===== config.mk =====
export PLATFORM = sky130hd
export DESIGN_NAME = keyed_byte_stream_cipher
export DESIGN_NICKNAME = d
export VERILOG_FILES = /design/src/sv/kbsc_pkg.sv /design/src/sv/kbsc_ctrl.sv /design/src/sv/kbsc_dp.sv /design/src/sv/keyed_byte_stream_cipher.sv
export SDC_FILE = /design/constraint.sdc
export NUM_CORES = 1
export LEC_CHECK = 0
export BUFFER_PORTS_ARGS = -buffer_cell sky130_fd_sc_hd__buf_2
export CORE_MARGIN = 2
export CORE_UTILIZATION = 50
export CTS_BUF_LIST = sky130_fd_sc_hd__clkbuf_2 sky130_fd_sc_hd__clkbuf_4 sky130_fd_sc_hd__clkbuf_8
export DETAILED_ROUTE_END_ITERATION = 7
export HOLD_SLACK_MARGIN = 0.03
export PLACE_DENSITY_LB_ADDON = 0.08
export SLEW_MARGIN = 20
export SYNTH_ARGS = -nofsm -noshare
export SYNTH_HDL_FRONTEND = slang
export SYNTH_SLANG_ARGS = --single-unit

===== constraint.sdc =====
create_clock -name clk -period 6.01 [get_ports clk]
set_input_delay 0.9015 -clock clk [delete_from_list [all_inputs] [get_ports clk]]
set_output_delay 0.9015 -clock clk [all_outputs]
set_load 0.05 [all_outputs]

===== src/sv/kbsc_pkg.sv =====
`default_nettype none

package kbsc_pkg;

    // Field and register widths.
    localparam int DATA_W      = 8;
    localparam int KEY_LEN_W   = 6;
    localparam int KEY_WORD_W  = 64;
    localparam int KEY_WORDS   = 4;
    localparam int KEY_BYTES   = KEY_WORDS * KEY_WORD_W / 8;
    localparam int KEY_IDX_W   = 5;
    localparam int CNT_W       = 16;
    localparam int AMT_W       = 5;
    localparam int CFG_IDX_W   = 3;
    localparam int MAX_KEY_BYTES_DEF = 32;

    // Configuration register indexes.
    localparam logic [CFG_IDX_W-1:0] REG_KEY_LENGTH  = 3'd0;
    localparam logic [CFG_IDX_W-1:0] REG_KEY_LOW     = 3'd1;
    localparam logic [CFG_IDX_W-1:0] REG_KEY_SECOND  = 3'd2;
    localparam logic [CFG_IDX_W-1:0] REG_KEY_THIRD   = 3'd3;
    localparam logic [CFG_IDX_W-1:0] REG_KEY_HIGH    = 3'd4;

    // Counter constants.
    localparam logic [CNT_W-1:0] MIX_INIT  = 16'hAAAA;
    localparam logic [CNT_W-1:0] ROT_INIT  = 16'h0000;
    localparam logic [CNT_W-1:0] LOW_MASK  = 16'h00FF;
    localparam logic [CNT_W-1:0] ROT_STEP  = 16'd16;
    localparam logic [AMT_W-1:0] AMT_LAST  = 5'd1;
    localparam logic [AMT_W-1:0] AMT_DEC   = 5'd2;

    // Controller state, one-hot.
    typedef enum logic [3:0] {
        ST_IDLE  = 4'b0001,
        ST_SETUP = 4'b0010,
        ST_ROUND = 4'b0100,
        ST_OUT   = 4'b1000
    } state_t;

    // Commands from the controller to the datapath.
    typedef struct packed {
        logic load_in;
        logic setup;
        logic round;
        logic commit;
    } cmd_t;

    // Status from the datapath to the controller.
    typedef struct packed {
        logic key_short;
        logic last_round;
        logic out_free;
    } stat_t;

    // Rotate right of a 16-bit word by 0 to 15 bits.
    function automatic logic [CNT_W-1:0] ror16(input logic [CNT_W-1:0] v,
                                               input logic [3:0] s);
        logic [2*CNT_W-1:0] tmp;
        begin
            tmp = {v, v} >> s;
            return tmp[CNT_W-1:0];
        end
    endfunction

    // One scrambling round of the mix counter.
    function automatic logic [CNT_W-1:0] mix_round(input logic [CNT_W-1:0] t,
                                                   input logic [AMT_W-1:0] amt);
        logic [CNT_W-1:0] a;
        begin
            a = ror16(t, amt[3:0]);
            a = {a[7:0], a[15:8]};
            a = a ^ LOW_MASK;
            a = {a[14:0], a[15]};
            a = a ^ MIX_INIT;
            a = {a[15:8], a[6:0], a[7]};
            return a;
        end
    endfunction

endpackage

`default_nettype wire


===== src/sv/kbsc_ctrl.sv =====
`default_nettype none

// Sequencer: accept, setup, scrambling rounds, output hand-off.
module kbsc_ctrl
(
    input  wire logic            clk,
    input  wire logic            rst_n,
    input  wire logic            s_tvalid,
    output logic                 s_tready,
    input  wire kbsc_pkg::stat_t stat,
    output kbsc_pkg::cmd_t       cmd
);

    kbsc_pkg::state_t state_reg;
    kbsc_pkg::state_t state_next;

    always_ff @(posedge clk or negedge rst_n)
    begin
        if (!rst_n)
        begin
            state_reg <= kbsc_pkg::ST_IDLE;
        end
        else
        begin
            state_reg <= state_next;
        end
    end

    always_comb
    begin
        state_next  = state_reg;
        s_tready    = 1'b0;
        cmd.load_in = 1'b0;
        cmd.setup   = 1'b0;
        cmd.round   = 1'b0;
        cmd.commit  = 1'b0;
        case (state_reg)
            kbsc_pkg::ST_IDLE:
            begin
                s_tready    = 1'b1;
                cmd.load_in = s_tvalid;
                // A request with a short key is taken and dropped.
                if (s_tvalid && !stat.key_short)
                begin
                    state_next = kbsc_pkg::ST_SETUP;
                end
            end
            kbsc_pkg::ST_SETUP:
            begin
                cmd.setup  = 1'b1;
                state_next = kbsc_pkg::ST_ROUND;
            end
            kbsc_pkg::ST_ROUND:
            begin
                cmd.round = 1'b1;
                if (stat.last_round)
                begin
                    state_next = kbsc_pkg::ST_OUT;
                end
            end
            kbsc_pkg::ST_OUT:
            begin
                if (stat.out_free)
                begin
                    cmd.commit = 1'b1;
                    state_next = kbsc_pkg::ST_IDLE;
                end
            end
            default:
            begin
                state_next = kbsc_pkg::ST_IDLE;
            end
        endcase
    end

endmodule

`default_nettype wire


===== src/sv/kbsc_dp.sv =====
`default_nettype none

// Key registers, counters, rotator and output register.
module kbsc_dp
#(
    parameter int MAX_KEY_BYTES = kbsc_pkg::MAX_KEY_BYTES_DEF
)
(
    input  wire logic                           clk,
    input  wire logic                           rst_n,
    input  wire logic                           wr_en,
    input  wire logic [kbsc_pkg::CFG_IDX_W-1:0] wr_index,
    input  wire logic [kbsc_pkg::KEY_WORD_W-1:0] wr_data,
    input  wire logic [kbsc_pkg::DATA_W-1:0]    s_tdata,
    input  wire logic                           s_tuser,
    output logic                                m_tvalid,
    input  wire logic                           m_tready,
    output logic [kbsc_pkg::DATA_W-1:0]         m_tdata,
    input  wire kbsc_pkg::cmd_t                 cmd,
    output kbsc_pkg::stat_t                     stat
);

    localparam int KP_W = (MAX_KEY_BYTES > 2) ? $clog2(MAX_KEY_BYTES) : 1;
    localparam logic [kbsc_pkg::KEY_LEN_W-1:0] MAX_LEN =
        kbsc_pkg::KEY_LEN_W'(MAX_KEY_BYTES);

    logic [kbsc_pkg::KEY_LEN_W-1:0]  key_length_reg;
    logic [kbsc_pkg::KEY_WORD_W-1:0] key_words_reg [kbsc_pkg::KEY_WORDS];
    logic [kbsc_pkg::CNT_W-1:0]      mix_reg;
    logic [kbsc_pkg::CNT_W-1:0]      rot_reg;
    logic [KP_W-1:0]                 pos_reg;
    logic [kbsc_pkg::DATA_W-1:0]     data_reg;
    logic                            start_reg;
    logic [kbsc_pkg::DATA_W-1:0]     b_reg;
    logic [kbsc_pkg::CNT_W-1:0]      t1_reg;
    logic [kbsc_pkg::AMT_W-1:0]      amt_reg;
    logic                            out_valid_reg;
    logic [kbsc_pkg::DATA_W-1:0]     out_reg;

    logic [kbsc_pkg::KEY_BYTES*8-1:0] key_flat;
    logic [kbsc_pkg::KEY_LEN_W-1:0]   len_eff;
    logic [kbsc_pkg::CNT_W-1:0]       mix_cur;
    logic [kbsc_pkg::CNT_W-1:0]       rot_cur;
    logic [KP_W-1:0]                  pos_cur;
    logic [KP_W-1:0]                  pos_use;
    logic [KP_W-1:0]                  pos_next;
    logic [kbsc_pkg::KEY_LEN_W-1:0]   pos_inc;
    logic [kbsc_pkg::KEY_IDX_W-1:0]   key_idx;
    logic [kbsc_pkg::DATA_W-1:0]      key_byte;
    logic [kbsc_pkg::CNT_W-1:0]       t2_a;
    logic [kbsc_pkg::CNT_W-1:0]       t2_b;
    logic [kbsc_pkg::CNT_W-1:0]       t2_new;
    logic                             out_free;

    assign key_flat = {key_words_reg[3], key_words_reg[2],
                       key_words_reg[1], key_words_reg[0]};
    assign len_eff  = (key_length_reg > MAX_LEN) ? MAX_LEN : key_length_reg;

    // Counters as they stand for this byte, after an optional restart.
    assign mix_cur = start_reg ? kbsc_pkg::MIX_INIT : mix_reg;
    assign rot_cur = start_reg ? ({key_flat[15:8], key_flat[7:0]}
                                  ^ kbsc_pkg::CNT_W'(len_eff))
                               : rot_reg;
    assign pos_cur = start_reg ? '0 : pos_reg;
    assign pos_use = (kbsc_pkg::KEY_LEN_W'(pos_cur) >= len_eff) ? '0 : pos_cur;
    assign pos_inc = kbsc_pkg::KEY_LEN_W'(pos_use) + 1'b1;
    assign pos_next = (pos_inc >= len_eff) ? '0 : pos_inc[KP_W-1:0];

    assign key_idx  = kbsc_pkg::KEY_IDX_W'(pos_use);
    assign key_byte = key_flat[key_idx*8 +: 8];

    // Rotate counter update: fold the high byte into the low one, rotate by
    // its own low nibble, mix in the old mix counter and step.
    assign t2_a   = {rot_cur[15:8], rot_cur[7:0] ^ rot_cur[15:8]};
    assign t2_b   = kbsc_pkg::ror16(t2_a, t2_a[3:0]);
    assign t2_new = (t2_b ^ mix_cur) + kbsc_pkg::ROT_STEP;

    assign out_free = !out_valid_reg || m_tready;

    assign stat.key_short  = (len_eff < kbsc_pkg::KEY_LEN_W'(2));
    assign stat.last_round = (amt_reg == kbsc_pkg::AMT_LAST);
    assign stat.out_free   = out_free;

    assign m_tvalid = out_valid_reg;
    assign m_tdata  = out_reg;

    always_ff @(posedge clk or negedge rst_n)
    begin
        if (!rst_n)
        begin
            key_length_reg   <= '0;
            key_words_reg[0] <= '0;
            key_words_reg[1] <= '0;
            key_words_reg[2] <= '0;
            key_words_reg[3] <= '0;
            mix_reg          <= kbsc_pkg::MIX_INIT;
            rot_reg          <= kbsc_pkg::ROT_INIT;
            pos_reg          <= '0;
            out_valid_reg    <= 1'b0;
        end
        else
        begin
            if (wr_en)
            begin
                case (wr_index)
                    kbsc_pkg::REG_KEY_LENGTH:
                        key_length_reg <= wr_data[kbsc_pkg::KEY_LEN_W-1:0];
                    kbsc_pkg::REG_KEY_LOW:    key_words_reg[0] <= wr_data;
                    kbsc_pkg::REG_KEY_SECOND: key_words_reg[1] <= wr_data;
                    kbsc_pkg::REG_KEY_THIRD:  key_words_reg[2] <= wr_data;
                    kbsc_pkg::REG_KEY_HIGH:   key_words_reg[3] <= wr_data;
                    default:
                    begin
                    end
                endcase
            end
            if (cmd.setup)
            begin
                rot_reg <= t2_new;
                pos_reg <= pos_next;
            end
            if (cmd.commit)
            begin
                mix_reg <= t1_reg;
            end
            if (cmd.commit)
            begin
                out_valid_reg <= 1'b1;
            end
            else if (m_tready)
            begin
                out_valid_reg <= 1'b0;
            end
        end
    end

    // Payload registers.
    always_ff @(posedge clk)
    begin
        if (cmd.load_in)
        begin
            data_reg  <= s_tdata;
            start_reg <= s_tuser;
        end
        if (cmd.setup)
        begin
            b_reg   <= data_reg ^ key_byte;
            t1_reg  <= mix_cur;
            amt_reg <= {t2_new[4:1], 1'b1};
        end
        if (cmd.round)
        begin
            t1_reg  <= kbsc_pkg::mix_round(t1_reg, amt_reg);
            amt_reg <= amt_reg - kbsc_pkg::AMT_DEC;
        end
        if (cmd.commit)
        begin
            out_reg <= b_reg ^ t1_reg[7:0];
        end
    end

endmodule

`default_nettype wire


===== src/sv/keyed_byte_stream_cipher.sv =====
// Each byte that is not dropped draws 1 to 16 scrambling rounds, run by the
// single shared round unit at one scrambling round per cycle. A new request
// is taken only after the previous byte has gone into the output register.
// Reset (rst_n, asynchronous, active low) clears the key, the key length,
// the key position and the output, and sets the counters to 0xAAAA and 0.
`default_nettype none

// Keyed byte stream cipher.
//
// The controller walks each byte through four steps. In the accept cycle the
// byte and its message start flag are captured. A request that arrives while
// the effective key length is below two is taken and dropped; no counter moves.
// In the setup cycle the counters are restarted if the byte opens a
// message, the key byte is XORed in, the key position advances, and the rotate
// counter is updated; its new value sets the number of scrambling rounds and
// the first rotate amount. Each following cycle runs one scrambling round on
// the mix counter through a 16-bit barrel rotator. In the last step the result
// is written into the output register once it is free, so a new request can be
// taken while a finished result still waits for the downstream side.
module keyed_byte_stream_cipher
#(
    parameter int MAX_KEY_BYTES = kbsc_pkg::MAX_KEY_BYTES_DEF
)
(
    input  wire logic                            clk,
    input  wire logic                            rst_n,
    // Configuration write port.
    input  wire logic                            wr_en,
    input  wire logic [kbsc_pkg::CFG_IDX_W-1:0]  wr_index,
    input  wire logic [kbsc_pkg::KEY_WORD_W-1:0] wr_data,
    // Input stream.
    input  wire logic                            s_tvalid,
    output logic                                 s_tready,
    input  wire logic [kbsc_pkg::DATA_W-1:0]     s_tdata,  // [7:0] data_byte
    input  wire logic                            s_tuser,  // [0] message_start
    // Output stream.
    output logic                                 m_tvalid,
    input  wire logic                            m_tready,
    output logic [kbsc_pkg::DATA_W-1:0]          m_tdata   // [7:0] out_byte
);

    kbsc_pkg::cmd_t  cmd;
    kbsc_pkg::stat_t stat;

    kbsc_ctrl u_ctrl
    (
        .clk      (clk),
        .rst_n    (rst_n),
        .s_tvalid (s_tvalid),
        .s_tready (s_tready),
        .stat     (stat),
        .cmd      (cmd)
    );

    kbsc_dp
    #(
        .MAX_KEY_BYTES (MAX_KEY_BYTES)
    )
    u_dp
    (
        .clk      (clk),
        .rst_n    (rst_n),
        .wr_en    (wr_en),
        .wr_index (wr_index),
        .wr_data  (wr_data),
        .s_tdata  (s_tdata),
        .s_tuser  (s_tuser),
        .m_tvalid (m_tvalid),
        .m_tready (m_tready),
        .m_tdata  (m_tdata),
        .cmd      (cmd),
        .stat     (stat)
    );

endmodule

`default_nettype wire


==> results.json <==
{
  "hold_class": "primary input to async pin",
  "seq_area_frac_synth_pct": 49.2,
  "first_pass_iters": 5,
  "finalClockSkew_ps": 63.4,
  "tightest_slew_ps": 1030,
  "drv_slew": 0,
  "status": "complete, no violations",
  "clock_sinks": 349,
  "drive_gt1_share_pct": 32.1,
  "cts_made_buffers": 59,
  "rsz0062_at_grt": "no",
  "hpwl_mm": 37.8,
  "dieArea_mm2": 0.0380,
  "largest_register_ffs": 256,
  "grt_pass1_vias": 13800,
  "grt_max_degree": 129,
  "clock_tree.root_cell": "clkbuf_8",
  "setup-violations-final": 0,
  "ios": 91,
  "drc": 0,
  "die_x_um": 195,
  "ys_top_cells_by_area": "dfrtp_1, mux2_2, edfxtp_1",
  "holdWs_ps": 291,
  "syn_area_per_cell_um2": 11.3,
  "nets": 1791,
  "final_cell_mix": "dfrtp_1, mux2_2, nand2_1",
  "synth.distinct_cells": 85,
  "max-vdd-ir-drop_mv": 0.239,
  "relSlewSlack_pct": 31.2,
  "fin_cells": 2203,
  "holdBufCountCts": 0,
  "p_leak_nw": 8.55,
  "layout_min_cycle_time_ps": 5190,
  "register_area_mm2": 0.00897,
  "cts_tree": "built",
  "crit_path_end_kind": "register",
  "route.vias.total": 13800,
  "crit_type": "register to register",
  "wire_per_inst_um": 25.1,
  "mostFrequentLayoutCell": "dfrtp_1",
  "fill_cells": 3167,
  "insertion_delay_ps": 690,
  "htreeDepth": 2,
  "arrival_ps": 5780,
  "syn_nets": 1714,
  "die_y_um": 195,
  "synth-edff-count": 45,
  "cts_resized": 0,
  "drt_iter0_markers": 1214,
  "port_buffers": 90,
  "finalWeightedCongestion": 0.881,
  "place_inst": 2096,
  "required_ps": 6610,
  "start_util_pct": 51.0,
  "tns_ps": 0,
  "ys_seq_elements": 349,
  "cts_buffer_depth": 3,
  "ant_nets": 0,
  "synthesis.area_mm2": 0.0182,
  "grt_pass1_wl_mm": 86.3,
  "grt_antenna_before_repair": 2,
  "powerDensity_mw_per_mm2": 514,
  "min_period_over_period_pct": 86.3,
  "synth_ff_type": "dfrtp_1",
  "coreArea_mm2": 0.0357,
  "multi_input_area_mm2": 0.00884,
  "grt_usage_pct": 29.7,
  "postCtsSetupRepairBufs": 0,
  "crit_fanout": 27,
  "synth_top_cell_by_area": "dfrtp_1",
  "yosys_warnings": 0,
  "max_freq_mhz": 193,
  "num_rows": 69,
  "worst_setup_path_start_kind": "register",
  "viasPerCell": 6.29,
  "synthArstFlopShare_pct": 87.1,
  "clk_pin_slew_ps": 60,
  "grt.overflow.total": 0,
  "hold_violations": 0,
  "wl_mm": 55.4,
  "syn_inst": 1619,
  "area_growth_pct": 12.0,
  "synth_top_area_share_pct": 40.5,
  "max_cap_violations": 0
}
-- area by class of cell --
| cell class | instances | share of cell area (%) |
|---|---|---|
| sequential | 349 | 43.9 |
| inverter | 15 | 0.276 |
| multi-input combinational | 1150 | 43.3 |
| clock inverter | 7 | 0.454 |
| tap | 461 | 2.83 |
| antenna | 1 | 0.0123 |
| timing repair buffer | 121 | 3.46 |
| clock buffer | 99 | 5.75 |
-- worst paths after layout --
kind	from	slack, ps	cells past startpoint	to
min	rst_n	290	1	u_dp.key_flat[221]
max	u_dp.start_reg	820	21	u_dp.pos_reg[1]
min reg2reg	u_dp.mix_reg[13]	460	2	u_dp.mix_reg[13]
min in group clk	s_tdata[2]	380	1	u_dp.data_reg[2]
max in group asynchronous	rst_n	4250	2	u_dp.rot_reg[9]
max reg2reg	u_dp.start_reg	820	21	u_dp.pos_reg[1]
-- per-stage QoR --
| step | util, % | area (µm²) | setup WS, ps | power, mW |
|---|---|---|---|---|
| 6_report | 57.1 | 20400 | 825 | 10.5 |
| 5_1_grt | 57.1 | 20400 | 454 | 11.1 |
| 4_1_cts | 57.1 | 20400 | 868 | 10.5 |
| 3_5_place_dp | 53.5 | 19100 | 903 | 8.18 |
| 3_3_place_gp | 53.5 | 19100 | 938 | 8.15 |
| 2_1_floorplan | - | 18200 | 781 | 6.72 |
-- cells in the mapped netlist (15+ instances only) --
master	n
a21oi_1	52
mux2_2	268
clkbuf_1	86
mux4_2	20
o21ai_0	74
a221oi_1	18
a311o_1	18
o22ai_1	20
xnor2_1	34
edfxtp_1	45
dfrtp_1	295
nand3_1	49
nor3_1	15
xor2_1	22
nand2_1	247
a31oi_1	42
nor2_1	44
mux2i_1	33
-- metal layers --
layer | up-vias | part of all wire, % | track usage [%]
met3 | 94 | 5.8 | 5.59
met4 | 2 | 3.3 | 10.3
met2 | 455 | 44 | 44.0
li1 | 6144 | - | -
met5 | - | 0.023 | 0
met1 | 7154 | 47 | 43.8
-- worst max-delay path, stage by stage (launching register included) --
cell and delay [ps]:
edfxtp_1 460, inv_2 280, nand2_1 100, buf_4 250
inv_2 250, ha_1 280, a21o_1 160, a21o_1 170
a21o_1 180, a21oi_1 400, o21ai_1 310, buf_4 310
inv_1 90, ha_1 250, ha_1 300, a21o_1 160
a21oi_1 150, nor2b_1 60, o21ai_0 140, nand2b_1 70
a211oi_1 510, a22o_1 220
-- logic make-up (layout without fill, tap and decap cells) --
logic type	Yosys count	after routing	share of synthesized area, %
AOI/OAI and AO/OA	320	320	12.0
xor gates and xnor gates	60	60	3.05
adders and majority gates	16	16	1.07
buffers and inverters	120	242	2.66
DFF	349	349	49.2
muxes	325	325	21.2
other	0	1	0
and+or+nand+nor	429	429	10.8
-- where the power goes --
group | total [mW] | internal (mW) | switching, mW
combinational | 4.62 | 1.82 | 2.80
sequential | 3.60 | 3.06 | 0.534
clock | 2.28 | 1.28 | 1.00
(Power assumes the default switching activity.)
